--- src/rtl/core/kspb_pkg.sv ---
// ---------------------------------------------------------------------------
// kspb_pkg
// Shared types and constants for the knight shortest-path search block.
// ---------------------------------------------------------------------------
`timescale 1ns / 1ps
`default_nettype none

package kspb_pkg;

  // Largest distance that fits the three-bit distance field.
  localparam logic [2:0] DIST_MAX = 3'd7;

  // Number of knight jumps tried from each square.
  localparam int unsigned JUMP_COUNT = 8;

  // Column and row offsets of the eight knight jumps, in search order.
  localparam logic signed [2:0] JUMP_COL [JUMP_COUNT] = '{
    -3'sd2, -3'sd2, -3'sd1, -3'sd1, 3'sd1, 3'sd1, 3'sd2, 3'sd2
  };
  localparam logic signed [2:0] JUMP_ROW [JUMP_COUNT] = '{
    -3'sd1, 3'sd1, -3'sd2, 3'sd2, -3'sd2, 3'sd2, -3'sd1, 3'sd1
  };

  // Status of one candidate square, passed from the jump unit to the walker.
  typedef struct packed {
    logic on_board;
    logic is_target;
  } nb_t;

endpackage

`default_nettype wire

--- src/rtl/core/knight_shortest_path_bfs.sv ---
// ---------------------------------------------------------------------------
// knight_shortest_path_bfs
// Least number of knight moves between two squares, found by a
// breadth-first walk over a distance map and a square queue held in RAM.
// ---------------------------------------------------------------------------
//
// Channel   Direction  Handshake             Payload
// request   in         in_valid / in_ready   start_col, start_row, target_col, target_row
// result    out        out_valid / out_ready move_count, unreachable
//
// Each request first sweeps the distance map clean, one square a cycle,
// then seeds the queue with the start square. Each dequeued square is
// read from the queue (POP, LOAD), then its jumps are tried in turn: an
// off-board jump is passed over in CHECK, an on-board jump reads the map in
// CHECK and updates it in PROBE. Equal or off-board squares skip the walk.
// Reset clears the control state only; both memories are left as they are.
// A new request is taken while the previous result still waits on out_ready.
// ---------------------------------------------------------------------------
`timescale 1ns / 1ps
`default_nettype none

module knight_shortest_path_bfs #(
  parameter int unsigned BOARD_SIZE = 8
) (
  input  wire logic       clk,
  input  wire logic       rst,
  input  wire logic       in_valid,
  output logic            in_ready,
  input  wire logic [2:0] start_col,
  input  wire logic [2:0] start_row,
  input  wire logic [2:0] target_col,
  input  wire logic [2:0] target_row,
  output logic            out_valid,
  input  wire logic       out_ready,
  output logic      [2:0] move_count,
  output logic            unreachable
);

  import kspb_pkg::*;

  localparam int unsigned SQ      = BOARD_SIZE * BOARD_SIZE;
  localparam int unsigned COORD_W = $clog2(BOARD_SIZE);
  localparam int unsigned IDX_W   = $clog2(SQ);
  localparam int unsigned CNT_W   = $clog2(SQ + 1);
  localparam int unsigned QW      = 2 * COORD_W + 3;

  typedef enum logic [2:0] {
    IDLE, CLEAR, SEED, POP, LOAD, CHECK, PROBE, EMIT
  } state_t;

  state_t               state;
  logic [IDX_W-1:0]     clr_cnt;
  logic [CNT_W-1:0]     head;
  logic [CNT_W-1:0]     tail;
  logic [2:0]           jump_sel;
  logic [COORD_W-1:0]   cur_col;
  logic [COORD_W-1:0]   cur_row;
  logic [2:0]           cur_dist;
  logic [COORD_W-1:0]   src_col;
  logic [COORD_W-1:0]   src_row;
  logic [COORD_W-1:0]   tgt_col;
  logic [COORD_W-1:0]   tgt_row;
  logic [2:0]           res_count;
  logic                 res_unreach;

  // Distance map: {visited, distance}, and the square queue: {row, col, distance}.
  logic [3:0]           dmem [SQ];
  logic [QW-1:0]        qmem [SQ];
  logic                 dm_we;
  logic [IDX_W-1:0]     dm_waddr;
  logic [3:0]           dm_wdata;
  logic [IDX_W-1:0]     dm_raddr;
  logic [3:0]           dm_rdata;
  logic                 qm_we;
  logic [IDX_W-1:0]     qm_waddr;
  logic [QW-1:0]        qm_wdata;
  logic [IDX_W-1:0]     qm_raddr;
  logic [QW-1:0]        qm_rdata;

  nb_t                  nb;
  logic [COORD_W-1:0]   nb_col;
  logic [COORD_W-1:0]   nb_row;
  logic [IDX_W-1:0]     nb_addr;
  logic [IDX_W-1:0]     src_addr;
  logic [2:0]           dist_next;
  logic                 in_fire;
  logic                 off_board;
  logic                 same_square;
  logic                 out_free;

  // Jump unit for the current square and jump.
  kspb_jump #(
    .BOARD_SIZE (BOARD_SIZE)
  ) u_jump (
    .cur_col  (cur_col),
    .cur_row  (cur_row),
    .jump_sel (jump_sel),
    .tgt_col  (tgt_col),
    .tgt_row  (tgt_row),
    .nb       (nb),
    .nb_col   (nb_col),
    .nb_row   (nb_row),
    .nb_addr  (nb_addr)
  );

  // Handshake and request classification.
  assign in_ready    = (state == IDLE);
  assign in_fire     = in_valid && in_ready;
  assign out_free    = !out_valid || out_ready;
  assign same_square = (start_col == target_col) && (start_row == target_row);
  assign off_board   = ({2'b00, start_col}  >= 5'(BOARD_SIZE)) ||
                       ({2'b00, start_row}  >= 5'(BOARD_SIZE)) ||
                       ({2'b00, target_col} >= 5'(BOARD_SIZE)) ||
                       ({2'b00, target_row} >= 5'(BOARD_SIZE));
  assign src_addr    = IDX_W'(src_row) * IDX_W'(BOARD_SIZE) + IDX_W'(src_col);
  assign dist_next   = (cur_dist == DIST_MAX) ? DIST_MAX : cur_dist + 3'd1;

  // Memory port control for each state.
  always_comb begin
    dm_we    = 1'b0;
    dm_waddr = nb_addr;
    dm_wdata = {1'b1, dist_next};
    dm_raddr = nb_addr;
    qm_we    = 1'b0;
    qm_waddr = tail[IDX_W-1:0];
    qm_wdata = {nb_row, nb_col, dist_next};
    qm_raddr = head[IDX_W-1:0];
    unique case (state)
      CLEAR: begin
        dm_we    = 1'b1;
        dm_waddr = clr_cnt;
        dm_wdata = 4'd0;
      end
      SEED: begin
        dm_we    = 1'b1;
        dm_waddr = src_addr;
        dm_wdata = {1'b1, 3'd0};
        qm_we    = 1'b1;
        qm_waddr = '0;
        qm_wdata = {src_row, src_col, 3'd0};
      end
      PROBE: begin
        dm_we = !dm_rdata[3];
        qm_we = !dm_rdata[3] && !nb.is_target && (tail < CNT_W'(SQ));
      end
      default: begin
      end
    endcase
  end

  // Distance map with a registered read port.
  always_ff @(posedge clk) begin
    if (dm_we) begin
      dmem[dm_waddr] <= dm_wdata;
    end
    dm_rdata <= dmem[dm_raddr];
  end

  // Square queue with a registered read port.
  always_ff @(posedge clk) begin
    if (qm_we) begin
      qmem[qm_waddr] <= qm_wdata;
    end
    qm_rdata <= qmem[qm_raddr];
  end

  // Walk sequencer and result register.
  always_ff @(posedge clk) begin
    if (rst) begin
      state     <= IDLE;
      out_valid <= 1'b0;
      head      <= '0;
      tail      <= '0;
    end else begin
      // A result handed over here is dropped, unless a new one loads below.
      if (out_valid && out_ready && (state != EMIT)) begin
        out_valid <= 1'b0;
      end
      unique case (state)
        IDLE: begin
          if (in_fire) begin
            src_col <= COORD_W'(start_col);
            src_row <= COORD_W'(start_row);
            tgt_col <= COORD_W'(target_col);
            tgt_row <= COORD_W'(target_row);
            clr_cnt <= '0;
            if (same_square) begin
              res_count   <= 3'd0;
              res_unreach <= 1'b0;
              state       <= EMIT;
            end else if (off_board) begin
              res_count   <= 3'd0;
              res_unreach <= 1'b1;
              state       <= EMIT;
            end else begin
              state <= CLEAR;
            end
          end
        end
        CLEAR: begin
          if (clr_cnt == IDX_W'(SQ - 1)) begin
            state <= SEED;
          end else begin
            clr_cnt <= clr_cnt + 1'b1;
          end
        end
        SEED: begin
          head  <= '0;
          tail  <= CNT_W'(1);
          state <= POP;
        end
        POP: begin
          if (head < tail) begin
            head  <= head + 1'b1;
            state <= LOAD;
          end else begin
            res_count   <= 3'd0;
            res_unreach <= 1'b1;
            state       <= EMIT;
          end
        end
        LOAD: begin
          cur_row  <= qm_rdata[QW-1 -: COORD_W];
          cur_col  <= qm_rdata[COORD_W+2 -: COORD_W];
          cur_dist <= qm_rdata[2:0];
          jump_sel <= 3'd0;
          state    <= CHECK;
        end
        CHECK: begin
          if (nb.on_board) begin
            state <= PROBE;
          end else if (jump_sel == 3'(JUMP_COUNT - 1)) begin
            state <= POP;
          end else begin
            jump_sel <= jump_sel + 3'd1;
          end
        end
        PROBE: begin
          if (!dm_rdata[3] && nb.is_target) begin
            res_count   <= dist_next;
            res_unreach <= 1'b0;
            state       <= EMIT;
          end else begin
            if (qm_we) begin
              tail <= tail + 1'b1;
            end
            if (jump_sel == 3'(JUMP_COUNT - 1)) begin
              state <= POP;
            end else begin
              jump_sel <= jump_sel + 3'd1;
              state    <= CHECK;
            end
          end
        end
        EMIT: begin
          if (out_free) begin
            move_count  <= res_count;
            unreachable <= res_unreach;
            out_valid   <= 1'b1;
            state       <= IDLE;
          end
        end
        default: begin
          state <= IDLE;
        end
      endcase
    end
  end

  // The queue never grows past the board and is never read beyond its fill.
  a_tail_bound: assert property (@(posedge clk) disable iff (rst)
    tail <= CNT_W'(SQ))
    else $error("queue tail beyond board size");

  a_head_tail: assert property (@(posedge clk) disable iff (rst)
    head <= tail)
    else $error("queue head passed tail");

  // A map probe always follows the cycle that issued its read.
  a_probe_order: assert property (@(posedge clk) disable iff (rst)
    state == PROBE |-> $past(state) == CHECK)
    else $error("map probe without a preceding read");

  // An unreachable result carries a zero move count.
  a_unreach_zero: assert property (@(posedge clk) disable iff (rst)
    out_valid && unreachable |-> move_count == 3'd0)
    else $error("unreachable result with nonzero move count");

endmodule

`default_nettype wire

--- src/rtl/core/kspb_jump.sv ---
// ---------------------------------------------------------------------------
// kspb_jump
// Applies one knight jump to the current square, checks the board edges,
// forms the map address of the new square and compares it with the target.
// ---------------------------------------------------------------------------
`timescale 1ns / 1ps
`default_nettype none

module kspb_jump #(
  parameter int unsigned BOARD_SIZE = 8
) (
  input  wire logic [$clog2(BOARD_SIZE)-1:0]              cur_col,
  input  wire logic [$clog2(BOARD_SIZE)-1:0]              cur_row,
  input  wire logic [2:0]                                 jump_sel,
  input  wire logic [$clog2(BOARD_SIZE)-1:0]              tgt_col,
  input  wire logic [$clog2(BOARD_SIZE)-1:0]              tgt_row,
  output kspb_pkg::nb_t                                   nb,
  output logic      [$clog2(BOARD_SIZE)-1:0]              nb_col,
  output logic      [$clog2(BOARD_SIZE)-1:0]              nb_row,
  output logic      [$clog2(BOARD_SIZE*BOARD_SIZE)-1:0]   nb_addr
);

  import kspb_pkg::*;

  localparam int unsigned COORD_W = $clog2(BOARD_SIZE);
  localparam int unsigned SW      = COORD_W + 2;
  localparam int unsigned IDX_W   = $clog2(BOARD_SIZE * BOARD_SIZE);

  logic signed [SW-1:0] new_col;
  logic signed [SW-1:0] new_row;
  logic signed [SW-1:0] edge_lim;

  // Signed offset arithmetic so that a jump past the low edge goes negative.
  always_comb begin
    edge_lim = $signed(SW'(BOARD_SIZE));
    new_col  = $signed({2'b00, cur_col}) + SW'(JUMP_COL[jump_sel]);
    new_row  = $signed({2'b00, cur_row}) + SW'(JUMP_ROW[jump_sel]);
    nb_col   = new_col[COORD_W-1:0];
    nb_row   = new_row[COORD_W-1:0];
    nb.on_board = (new_col >= 0) && (new_col < edge_lim) &&
                  (new_row >= 0) && (new_row < edge_lim);
    nb.is_target = (nb_col == tgt_col) && (nb_row == tgt_row);
    nb_addr = IDX_W'(nb_row) * IDX_W'(BOARD_SIZE) + IDX_W'(nb_col);
  end

endmodule

`default_nettype wire

--- config.mk ---
export PLATFORM = sky130hd
export DESIGN_NAME = knight_shortest_path_bfs
export DESIGN_NICKNAME = d
export VERILOG_FILES = /design/src/rtl/core/kspb_pkg.sv /design/src/rtl/core/knight_shortest_path_bfs.sv /design/src/rtl/core/kspb_jump.sv
export SDC_FILE = /design/constraint.sdc
export NUM_CORES = 1
export LEC_CHECK = 0
export ABC_AREA = 1
export BUFFER_PORTS_ARGS = -buffer_cell sky130_fd_sc_hd__buf_2
export CORE_UTILIZATION = 40
export CTS_CLUSTER_SIZE = 16
export DETAILED_ROUTE_END_ITERATION = 10
export GPL_TIMING_DRIVEN = 0
export PLACE_DENSITY = 0.59
export SLEW_MARGIN = 20
export SYNTH_ARGS = -nofsm -noshare
export SYNTH_HDL_FRONTEND = slang
export SYNTH_SLANG_ARGS = --single-unit
--- constraint.sdc ---
create_clock -name clk -period 6.7 [get_ports clk]
set_clock_uncertainty 0.2 [all_clocks]
set_input_delay 0.67 -clock clk [delete_from_list [all_inputs] [get_ports clk]]
set_output_delay 0.67 -clock clk [all_outputs]
set_load 0.1 [all_outputs]
After elaboration in Yosys (flattened, before gate mapping)
Memories as Yosys holds them, arrays and structs flattened. A register that Yosys moved wholly into a read port is not among the register bits.
Cells that the tools add are included.
- memories: 4
- memory bits (read-only): 48
- register bits after elaboration: 56
- output and inout port bits: 6
- logic and storage cells: 147
- RAM bits: 832
- memories (memory ; words ; bits a word ; rd ports ; clocked after Yosys merged registers in ; wr ports ; line ; source):
    qmem ; 64 ; 9 ; 1 ; 1 ; 1 ; knight_shortest_path_bfs.sv:68 ; logic [QW-1:0] qmem [SQ];
    dmem ; 64 ; 4 ; 1 ; 1 ; 1 ; knight_shortest_path_bfs.sv:67 ; logic [3:0] dmem [SQ];
    (name not given) ; 8 ; 3 ; 1 ; 0 ; 0 ; kspb_jump.sv:37 ; new_row = $signed({2'b00, cur_row}) + SW'(JUMP_ROW[jump_sel]);
    (name not given) ; 8 ; 3 ; 1 ; 0 ; 0 ; kspb_jump.sv:36 ; new_col = $signed({2'b00, cur_col}) + SW'(JUMP_COL[jump_sel]);
- multiplexer cells: 50
- $add $sub $neg: 9
- eq/ne operators: 27
- magnitude comparators: 7
- bitwise logic cells: 2
- reductions and logical operators: 31
- operator list (kind ; number):
    $mux 3 ; 20
    $pmux 7 s2 ; 2
    $pmux 3 s8 ; 1
    $pmux 6 s2 ; 2
    $mux 7 ; 3
    $eq 3x3->1 const B ; 6
    $mux 6 ; 3
    $ne 2x2->1 const B ; 9
    $pmux 3 s3 ; 2
    $add 7x1->7 const B ; 2
    $add 6x3->6 ; 2
    $eq 3x3->1 ; 4
    $reduce_and 4->1 ; 3
    $logic_and 1x1->1 ; 11
    $mux 1 ; 11
    $add 4x3->5 ; 2
    $ge 5x1->1 const B ; 2
    $lt 5x5->1 const B ; 2
    $mux 9 ; 1
    $reduce_and 3->1 ; 3
    $pmux 4 s2 ; 1
    $lt 7x7->1 ; 1
    $lt 7x7->1 const B ; 1
    $add 3x1->3 const B ; 2
    other kinds (20) ; 30

Logic depth before layout (Yosys ltp)
Gate-level depths: netlist (run 1).
- depth in word-level cells: 14
- depth in mapped cells: 19
- gate-level depth less buffers: 18

Hierarchy
From an unflattened synthesis (run 1), not the netlist that was laid out.
- cells, all modules: 2911
- area, all modules: 30540.5 um2
- by module, submodules not included (module ; sequential area each (um2) ; cells each ; times used ; area each (um2)):
    knight_shortest_path_bfs ; 20920.1 ; 2820 ; 1 ; 30012.5
    kspb_jump ; 0.0 ; 91 ; 1 ; 528.0

Worst setup path after synthesis (run 1)
No wires, ideal clock.
- path kind: register -> register
- start: reg jump_sel[2]
- end: mem qmem[0][4] (netlist name) (data pin)
- setup time: 702 ps
- data required time: 5798 ps
- arrival time: 4384 ps
- cell stages (with the launch flop): 9
- path slack: 1414 ps
- clock period less this slack: 5286 ps
- buffers on the path: 2
- cell sequence: edfxtp_1 -> ha_1 -> inv_1 -> ha_1 -> inv_1 -> fa_1 -> clkbuf_1 -> clkbuf_1 -> o21ai_0
- cells in the longest elaborated chain, start to end: 6
- RTL lines (item ; line ; source):
    from (decl) ; knight_shortest_path_bfs.sv:55 ; logic [2:0] jump_sel;
    from (signal assigned) ; knight_shortest_path_bfs.sv:235 ; jump_sel <= jump_sel + 3'd1;
    from (signal assigned) ; knight_shortest_path_bfs.sv:250 ; jump_sel <= jump_sel + 3'd1;
    $not 3->4 (implied by the code) ; kspb_jump.sv:36 ;
    $mem_v2 8x3 ; n/a ;
    $mux 3 (implied by the code) (2 in a row) ; kspb_jump.sv:36 ;
    $add 4x3->5 ; kspb_jump.sv:36 ;
    $mux 9 ; knight_shortest_path_bfs.sv:128 ; unique case (state)
    named net qm_wdata[4] ; knight_shortest_path_bfs.sv:76 ; logic [QW-1:0] qm_wdata;
    to (decl) ; knight_shortest_path_bfs.sv:68 ;
The timed path passes the listed nets, and every way through them passes these cells. The select of a mux whose other input is x is not followed.

Final worst setup path (run 1)
- start: reg jump_sel[0]
- end: mem qmem[39][7] (netlist name) (enable)
- cells in the longest elaborated chain, start to end: 13
- RTL lines (item ; line ; source):
    $not 3->4 (implied by the code) * ; kspb_jump.sv:36, kspb_jump.sv:37 ;
    $mem_v2 8x3 (on tied branches) ; n/a ;
    $mux 3 (on tied branches) (2 in a row) ; kspb_jump.sv:36, kspb_jump.sv:37 ;
    $add 4x3->5 (on tied branches) ; kspb_jump.sv:36, kspb_jump.sv:37 ;
    $eq 3x3->1 ; kspb_jump.sv:42 ; nb.is_target = (nb_col == tgt_col) && (nb_row == tgt_row);
    $logic_and 1x1->1 * ; kspb_jump.sv:42 ;
    $logic_not 1->1 * ; knight_shortest_path_bfs.sv:144 ; qm_we = !dm_rdata[3] && !nb.is_target && (tail < CNT_W'(SQ));
    $logic_and 1x1->1 * (2 in a row) ; knight_shortest_path_bfs.sv:144 ;
    $pmux 1 s2 * ; knight_shortest_path_bfs.sv:128 ;
    $mux 1 * ; knight_shortest_path_bfs.sv:161 ; if (qm_we) begin
    $mux 1 (implied by the code) * ; knight_shortest_path_bfs.sv:162 ; qmem[qm_waddr] <= qm_wdata;
Every way passes the cells marked *; elsewhere a longest branch is shown, timed or not. The select of a mux whose other input is x is not followed.

==> impl_metrics.ini, run 1 <==
[critical_path]
crit_top_cell = nand2_1
slowest_delay_ns = 1.12
crit_path_top_delay_cell = nor2_1
r2r_slack_ns = 1.35
cp_max_fo = 9
crit_chain = ha_1 -> nand2_1 -> inv_1 -> a21oi_1 -> inv_1 -> fa_1 -> inv_1 -> nand2_1 -> nand2_1 -> nand2_1 -> nand2_1 -> nor2_1 -> nand2_1 -> nand3_1 -> inv_1 -> nand3_1 -> nor2_1
required_ns = 6.74
worstSetupStartpoint = jump_sel[0]
r2r-start = jump_sel[0]
rr_worst_depth = 17
arrival_ns = 5.40
path_class = reg -> reg
start_kind = flip-flop
end_kind = flip-flop
r2r_end = qmem[39][7]

[die]
dieArea_mm2 = 0.0747
die_height_um = 273
die_w_um = 273
design.portCount = 22
initial_core_util_pct = 40.4
rows = 99
core_area_mm2 = 0.0730

[sta]
finalSetupTns_ns = 0
fin_crit_sh_pct = 79.9
drv_slew = 0
setup_viol = 0
fmax_mhz = 187
rsz0062_at_grt = no
finalCriticalPeriod_ns = 5.35
tightestPinTransition_ns = 1.22
finalHoldViolations = 0
relSlewSlack_pct = 18.3

[clocking]
clockBufferDepth = 3
postCtsSetupRepairBufs = 0
htree_levels = 3
cts_made_buffers = 78
insertion_delay_ns = 0.63
cts_hold_buffers = 0
clk_pin_slew_worst_paths_ns = 0.06
clockRootBuffer = clkbuf_16
clock-sinks = 706
postCtsResizedCells = 0
cts_tree = yes

[run_status]
outcome = finished clean

[worst_hold_path]
min_to = src_row[0]
min_path_type = in -> reg
whs_path_depth = 1
min_from = start_row[0]

[global_routing]
grt_pass1_vias = 19948
grt.total_usage_pct = 26.1
antenna_found_initial = 4
grt_pass1_wl_um = 139000
overflow = 0
grt_max_degree = 74

[placement]
dp_hpwl_um = 65800
gp_congestion = 0.946
io_buffers = 21
place_area_mm2 = 0.0313
dp_cells = 3511

[layout]
layout.cells.non_filler = 3653
fin_nets = 2671
layout_common_cells = 678 x edfxtp_1, 536 x nor2_1, 326 x o21ai_0, 277 x nand2_1, 102 x clkbuf_1
drive_above_1_share_pct = 9.43
syn_to_final_growth_pct = 14.6
fin_area_mm2 = 0.0338
layout_commonest_cell = edfxtp_1

[detailed_routing]
firstDrtPassIters = 7
wl_um = 98200
routedWlPerCell_um = 26.9
vias = 21365
viasPerCell = 5.85
ant_nets = 0
drt-initial-drc-count = 3138
drc = 0

[synth]
yosys_warnings = 0
avgSynthCellArea_um2 = 11.7
async_reset_ff_share_pct = 0
syn_nets = 2551
synthTopCellsByArea = edfxtp_1 69%, nor2_1 6.9%, o21ai_0 5.6%
ys_ff_latch = 706
syn_inst = 2512
yosys.area.top_type_share_pct = 69.1
seq_area_frac_synth_pct = 71.0
synth_largest_area_cell = edfxtp_1
synth-edff-count = 678
synth-main-ff-cell = edfxtp_1
mappedNetlistArea_mm2 = 0.0295
ys_types = 50

[power_and_ir_drop]
irDropWorstVdd_mv = 0.311
powerDensity_mw_per_mm2 = 365
total_power_mw = 12.3
p_leak_nw = 11.3

[flow_run]
cap_violations = 0
[flip-flops by register name (all words and copies together) (netlist names), 6 cells and up]
register / cells
qmem: 576
qm_rdata: 9
clr_cnt: 6
head: 7
dmem: 64
tail: 7
[routing by layer]
metal	routed length, um	part of all wire, %	vias up	track usage (%)
li1	-	-	9276	-
met1	38600	39	10479	35.1
met2	43900	45	1353	40.2
met3	11000	11	257	5.92
met4	4680	4.8	0	11.8
met5	0	0	-	0
[cells by family (layout without fill, tap and decap cells)]
group	Yosys count	count (layout)	share of synthesized area [%]
and+or+nand+nor	981	981	13.7
DFF	706	706	71.0
AOI/OAI and AO/OA	560	560	10.7
buffers and inverters	232	413	3.22
adders and majority gates	23	23	1.03
xor gates and xnor gates	10	10	0.297
other	0	1	0
[cell type report]
cell class                 count  area (um2)
clock inverter                47         332
sequential                   706       20900
timing repair buffer          40         517
multi-input combinational   1574        7710
clock buffer                  94        2140
tap                          959        1200
buffer                       140         596
antenna                        1        2.50
inverter                      92         355
fill                        6525       39200
[synth_stat cells (2+ instances only)]
master    count
inv_2         5
o21ai_0     332
nand4_2       2
edfxtp_1    678
nand4_1      13
nand2_4       2
nor2_2        3
buf_6         2
dfxtp_1      28
o21a_1        4
buf_2        37
nand2_1     277
nand4_4       2
o211ai_1     70
a31oi_1       2
o21ai_1       4
nand3_1     101
o22ai_1      91
nand3_4       2
nand2_2       3
xor2_1       10
buf_4         2
a21oi_1      47
nor3_1       17
clkbuf_1     93
ha_1         21
nor2_1      545
fa_1          2
inv_1        84
buf_1         6
or2_2         6
o221ai_1      2
nor4_1        2
[worst max-delay path by stage]
stage | cells past startpoint | end | slack (ns)
final | 17 | qmem[39][7] | 1.35
after global routing | 17 | qmem[39][5] | 1.16
after CTS | 15 | qmem[55][3] | 1.39
after detailed placement | 15 | qmem[55][0] | 1.32
after global placement | 9 | qmem[10][5] | -3.03
after floorplan | 8 | qmem[0][4] | 1.41
[metrics by stage]
step	hold slack [ns]	worst slack [ns]	utilization [%]
finish	0.0394	1.35	46.3
global route	0.0227	1.16	46.3
CTS	0.00935	1.39	46.3
detailed placement	0.189	1.32	42.9
global placement	0.193	-3.03	42.2
floorplan	0.186	1.41	-
[where the power goes]
group,leakage (nW),internal [mW],switching [mW]
Combinational,3.81,0.643,1.86
Clock,1.22,2.39,1.78
Sequential,6.32,5.58,0.0560
Total,11.3,8.62,3.69
[worst max-delay path: cells and delay by family (launching register included)]
kind                       cells  cell delay [ns]
AOI/OAI and AO/OA              1             0.25
adders and majority gates      2             0.69
buffers and inverters          4             0.58
DFF                            1             0.50
and+or+nand+nor               10             2.73
(Power assumes the default switching activity.)
==> run 2, diff against run 1 <==
==> constraint.sdc (replaced) <==
create_clock -name clk -period 5.15 [get_ports clk]
set_clock_uncertainty 0.2 [all_clocks]
set_input_delay 0.515 -clock clk [delete_from_list [all_inputs] [get_ports clk]]
set_output_delay 0.515 -clock clk [all_outputs]
set_load 0.1 [all_outputs]
==> run 2 against run 1 <==
Effect of this change:
- the flow now finishes with violations (setup timing)
- sequential power grew 30%
- worst setup slack worse by 1.4 ns
- clock-buffer cell count grew 5
- via count increased by 1.0%
- flip-flop and latch count is the same
- combinational power increased by 31%
- non-clock buffer count rose by 17
- sequential share of layout area is 0.64 points lower
- highest routed layer unchanged
==> impl_metrics.ini, run 2 (synthesis results as in run 1) <==
[run_status]
outcome = finished with violations
violations = setup timing

[clocking]
htree_levels = 3
insertion_delay_ns = 0.65
clockBufferDepth = 3
clk_pin_slew_worst_paths_ns = 0.05
clockRootBuffer = clkbuf_16
cts_made_buffers = 78
clock-sinks = 706
cts_tree = yes

[detailed_routing]
drt-initial-drc-count = 3052
vias = 21584
ant_nets = 0
drc = 0
routedWlPerCell_um = 26.8
wl_um = 98500
viasPerCell = 5.88
firstDrtPassIters = 6

[layout]
syn_to_final_growth_pct = 15.8
layout_common_cells = 678 x edfxtp_1, 491 x nor2_1, 326 x o21ai_0, 277 x nand2_1, 111 x clkbuf_1
reg_top3 = qmem (576), dmem (64), qm_rdata (9)
drive_above_1_share_pct = 11.0
nFillCells = 6604
fin_area_mm2 = 0.0341
post-route-util_pct = 46.8
layout_commonest_cell = edfxtp_1
multi_input_area_mm2 = 0.00787
top_register = qmem
layout.cells.non_filler = 3670
seq_area_mm2 = 0.0209
largest_register_ffs = 576
fin_nets = 2688

[sta]
setup_viol = 36
finalCriticalPeriod_ns = 5.21
rsz0062_at_grt = yes
finalHoldViolations = 0
fin_ws_ns = -0.0628
tightestPinTransition_ns = 1.36
relSlewSlack_pct = 8.86
fin_crit_sh_pct = 101
fmax_mhz = 192
drv_slew = 0

[placement]
dp_slack_ns = -0.0313
dp_hpwl_um = 65500
io_buffers = 21
place_area_mm2 = 0.0313
dp_cells = 3512
gp_congestion = 0.965

[die]
core_area_mm2 = 0.0730
rows = 99
die_w_um = 273
dieArea_mm2 = 0.0747
design.portCount = 22
initial_core_util_pct = 40.4
die_height_um = 273

[power_and_ir_drop]
p_int_mw = 11.3
p_leak_nw = 11.4
total_power_mw = 16.1
powerDensity_mw_per_mm2 = 472
irDropWorstVdd_mv = 0.372
swShare_pct = 29.9
pwr-share-clk_pct = 34.2
p_sw_mw = 4.82
pwr-share-comb_pct = 20.3
seqPwrFrac_pct = 45.5

[global_routing]
grt.total_usage_pct = 26.2
grt_pass1_vias = 20092
overflow = 0
grt_pass1_wl_um = 140000
grt_max_degree = 74
antenna_found_initial = 2

[critical_path]
cp_max_fo = 9
crit_chain = ha_1 -> nand2_1 -> inv_1 -> a21oi_1 -> inv_1 -> fa_1 -> inv_1 -> nand2_1 -> nand2_1 -> nand2_1 -> nand2_1 -> nor2_1 -> nand2_1 -> nand3_1 -> nand2_1 -> nand3_1 -> nor2_1
path_buf_inv = 3
crit_top_cell = nand2_1
start_kind = flip-flop
cpLargestDelayFamily = simple AND/OR/NAND/NOR gates
end_kind = flip-flop
slowest_delay_ns = 1.06
crit_path_top_delay_cell = nor2_1
r2r_slack_ns = -0.06
required_ns = 5.20
path_class = reg -> reg
arrival_ns = 5.26

[worst_hold_path]
min_path_type = in -> reg

[flow_run]
cap_violations = 0
[run 2: cell count changes in the layout (fill, tap and decap cells not counted), moves of 2 or more]
cell,change
buf_12,+2
bufinv_16,+3
clkbuf_16,-5
clkinv_8,+2
clkbuf_8,+2
clkbuf_1,+9
buf_4,+4
inv_6,+2
clkinv_2,-8
inv_4,-3
nor2_1,-45
dlygate4sd3_1,+12
nor2_2,+36
nor2_4,+9
[run 2: per-stage QoR]
step | hold slack, ns | TNS [ns]
2_1_floorplan | 0.186 | 0
3_3_place_gp | 0.192 | -1193.50
3_5_place_dp | 0.192 | -0.538
4_1_cts | 0.0230 | -1.16
5_1_grt | 0.0600 | -17.97
6_report | 0.0402 | -1.66
[run 2: path summary, 6_finish.rpt]
check | start | depth (start not counted) | endpoint
setup / recovery | jump_sel[0] | 17 | qmem[36][3]
hold / removal | out_ready | 3 | out_valid
setup reg to reg | jump_sel[0] | 17 | qmem[36][3]
hold reg to reg | qm_rdata[2] | 0 | cur_dist[2]
[run 2: layout make-up]
cell class	instances	share of cell area, %
tap	959	3.52
clock buffer	99	6.07
sequential	706	61.3
multi-input combinational	1574	23.1
clock inverter	42	1.24
antenna	1	0.00733
timing repair buffer	57	2.00
buffer	140	1.74
inverter	92	1.04
[run 2: what timing repair did]
action                                 in CTS  in global routing
pin swaps                                   0                  1
hold buffers                               12                  0
setup endpoints to repair                  63                438
gates resized for setup                     3                 54
buffers inserted                            0                  3
endpoints found under the hold margin      12                  0
[run 2: worst register-to-register path, cell delays in order (launching register included)]
cell	delay, ns
edfxtp_1	0.50
ha_1	0.27
nand2_1	0.10
inv_1	0.12
a21oi_1	0.23
inv_1	0.09
fa_1	0.42
inv_1	0.14
nand2_1	0.06
nand2_1	0.18
nand2_1	0.08
nand2_1	0.07
nor2_1	0.07
nand2_1	0.10
nand3_1	0.23
nand2_1	0.21
nand3_1	0.70
nor2_1	1.06
[run 2: routing by layer]
layer	GRT usage, %	part of all wire, %
met1	35.4	39
met2	40.6	45
met3	5.11	11
met4	12.3	5.1
met5	0	0
[run 2: power by group through the flow]
stage / combinational [mW] / clock, mW / sequential (mW)
final: 3.27 / 5.51 / 7.33
after global routing: 3.49 / 5.73 / 7.35
after CTS: 3.21 / 5.54 / 7.33
after detailed placement: 3.19 / 0 / 7.45
after global placement: 2.66 / 0 / 7.70
after floorplan: 1.70 / 0 / 7.53
==> run 3, diff against run 2 <==
==> constraint.sdc (replaced) <==
create_clock -name clk -period 5.15 [get_ports clk]
set_clock_uncertainty 0.2 [all_clocks]
set_input_delay 1.03 -clock clk [delete_from_list [all_inputs] [get_ports clk]]
set_output_delay 1.03 -clock clk [all_outputs]
set_load 0.1 [all_outputs]
==> run 3 against run 2 <==
Effect of this change:
- the run still ends with setup timing left
- clock-buffer cell count did not move
- sequential power about the same
- non-clock buffer count shrank 12
- critical endpoint is now qmem[4][3]
- largest power group unchanged
- highest routed layer unchanged
==> impl_metrics.ini, run 3 (synthesis results as in run 1) <==
[run_status]
outcome = finished with violations
violations = setup timing

[layout]
drive_above_1_share_pct = 11.0
layout_common_cells = 678 x edfxtp_1, 491 x nor2_1, 326 x o21ai_0, 277 x nand2_1, 111 x clkbuf_1
top_register = qmem
largest_register_ffs = 576
post-route-util_pct = 46.6
layout_commonest_cell = edfxtp_1
nFillCells = 6616
syn_to_final_growth_pct = 15.4
fin_nets = 2676
reg_top3 = qmem (576), dmem (64), qm_rdata (9)

[placement]
io_buffers = 21
gp_congestion = 0.965
dp_hpwl_um = 65500

[detailed_routing]
vias = 21499
drt-initial-drc-count = 3111
wl_um = 98500
viasPerCell = 5.88
routedWlPerCell_um = 26.9
drc = 0
ant_nets = 0
firstDrtPassIters = 6

[die]
die_height_um = 273
design.portCount = 22
rows = 99
core_area_mm2 = 0.0730
dieArea_mm2 = 0.0747
initial_core_util_pct = 40.4
die_w_um = 273

[flow_run]
cap_violations = 0

[clocking]
cts_tree = yes
clockRootBuffer = clkbuf_16
cts_hold_buffers = 0
clockBufferDepth = 3
insertion_delay_ns = 0.64
cts_made_buffers = 78
htree_levels = 3
clk_pin_slew_worst_paths_ns = 0.05
clock-sinks = 706

[critical_path]
end_kind = flip-flop
cp_max_fo = 9
required_ns = 5.20
path_buf_inv = 3
path_class = reg -> reg
cpLargestDelayFamily = simple AND/OR/NAND/NOR gates
crit_top_cell = nand2_1
start_kind = flip-flop
crit_path_top_delay_cell = nor2_1
crit_chain = ha_1 -> nand2_1 -> inv_1 -> a21oi_1 -> inv_1 -> fa_1 -> inv_1 -> nand2_1 -> nand2_1 -> nand2_1 -> nand2_1 -> nor2_1 -> nand2_1 -> nand3_1 -> nand2_1 -> nand3_1 -> nor2_1
arrival_ns = 5.23
slowest_delay_ns = 1.05

[global_routing]
grt_max_degree = 74
grt_pass1_wl_um = 139000
grt_pass1_vias = 20013
antenna_found_initial = 2
overflow = 0
grt.total_usage_pct = 26.1

[sta]
finalCriticalPeriod_ns = 5.18
fin_ws_ns = -0.0319
setup_viol = 27
tightestPinTransition_ns = 1.27
fin_crit_sh_pct = 101
rsz0062_at_grt = yes
holdWs_ns = 0.203
fmax_mhz = 193
finalHoldViolations = 0
drv_slew = 0
relSlewSlack_pct = 15.2

[power_and_ir_drop]
powerDensity_mw_per_mm2 = 474
irDropWorstVdd_mv = 0.376
p_leak_nw = 11.4

[worst_hold_path]
min_path_type = reg -> reg
==> run 3: cell types whose count changed in the layout (fill, tap and decap cells not counted) <==
cell,before,now
dlygate4sd3_1,12,0
==> run 3: through the flow <==
stage          instance area [um2]  power, mW  instances  TNS [ns]  worst slack, ns
2_1_floorplan                29500       9.22       2512         0            0.115
3_3_place_gp                 30800       10.4       3492  -1193.50            -3.96
3_5_place_dp                 31300       10.6       3512    -0.538          -0.0313
4_1_cts                      33800       16.1       3653     -1.16          -0.0558
5_1_grt                      34000       16.6       3657    -18.16           -0.373
6_report                     34000       16.1       3658    -0.693          -0.0319
==> run 3: cell type report <==
type                    instances  area [um2]  area share (%)
clock buffers                  99        2070            6.09
flip-flops and latches        706       20900            61.5
clock inverters                42         424            1.25
repair buffers                 45         563            1.66
plain buffers                 140         594            1.75
diodes                          1        2.50         0.00736
multi-input cells            1574        7870            23.1
well taps                     959        1200            3.53
inverters                      92         355            1.05
==> run 3: layer usage <==
metal	track usage, %	share of wire [%]
met1	35.4	39
met2	40.5	45
met3	5.13	10
met4	12.3	5.2
met5	0	0
==> run 3: repair_timing <==
item / 4_1_cts / 5_1_grt
resized for setup: 3 / 54
pin swaps: 0 / 1
buffers inserted: 0 / 3
setup endpoints to repair: 63 / 438
==> run 3: path summary, 6_finish.rpt <==
kind | from | depth (start not counted) | end | slack, ns
max | jump_sel[0] | 17 | qmem[4][3] | -0.03
min | qm_rdata[2] | 0 | cur_dist[2] | 0.20
max reg2reg | jump_sel[0] | 17 | qmem[4][3] | -0.03
min reg2reg | qm_rdata[2] | 0 | cur_dist[2] | 0.20
==> run 3: power by group <==
part	internal, mW	switching, mW
clock network	3.17	2.33
registers	7.26	0.0728
logic	0.848	2.42
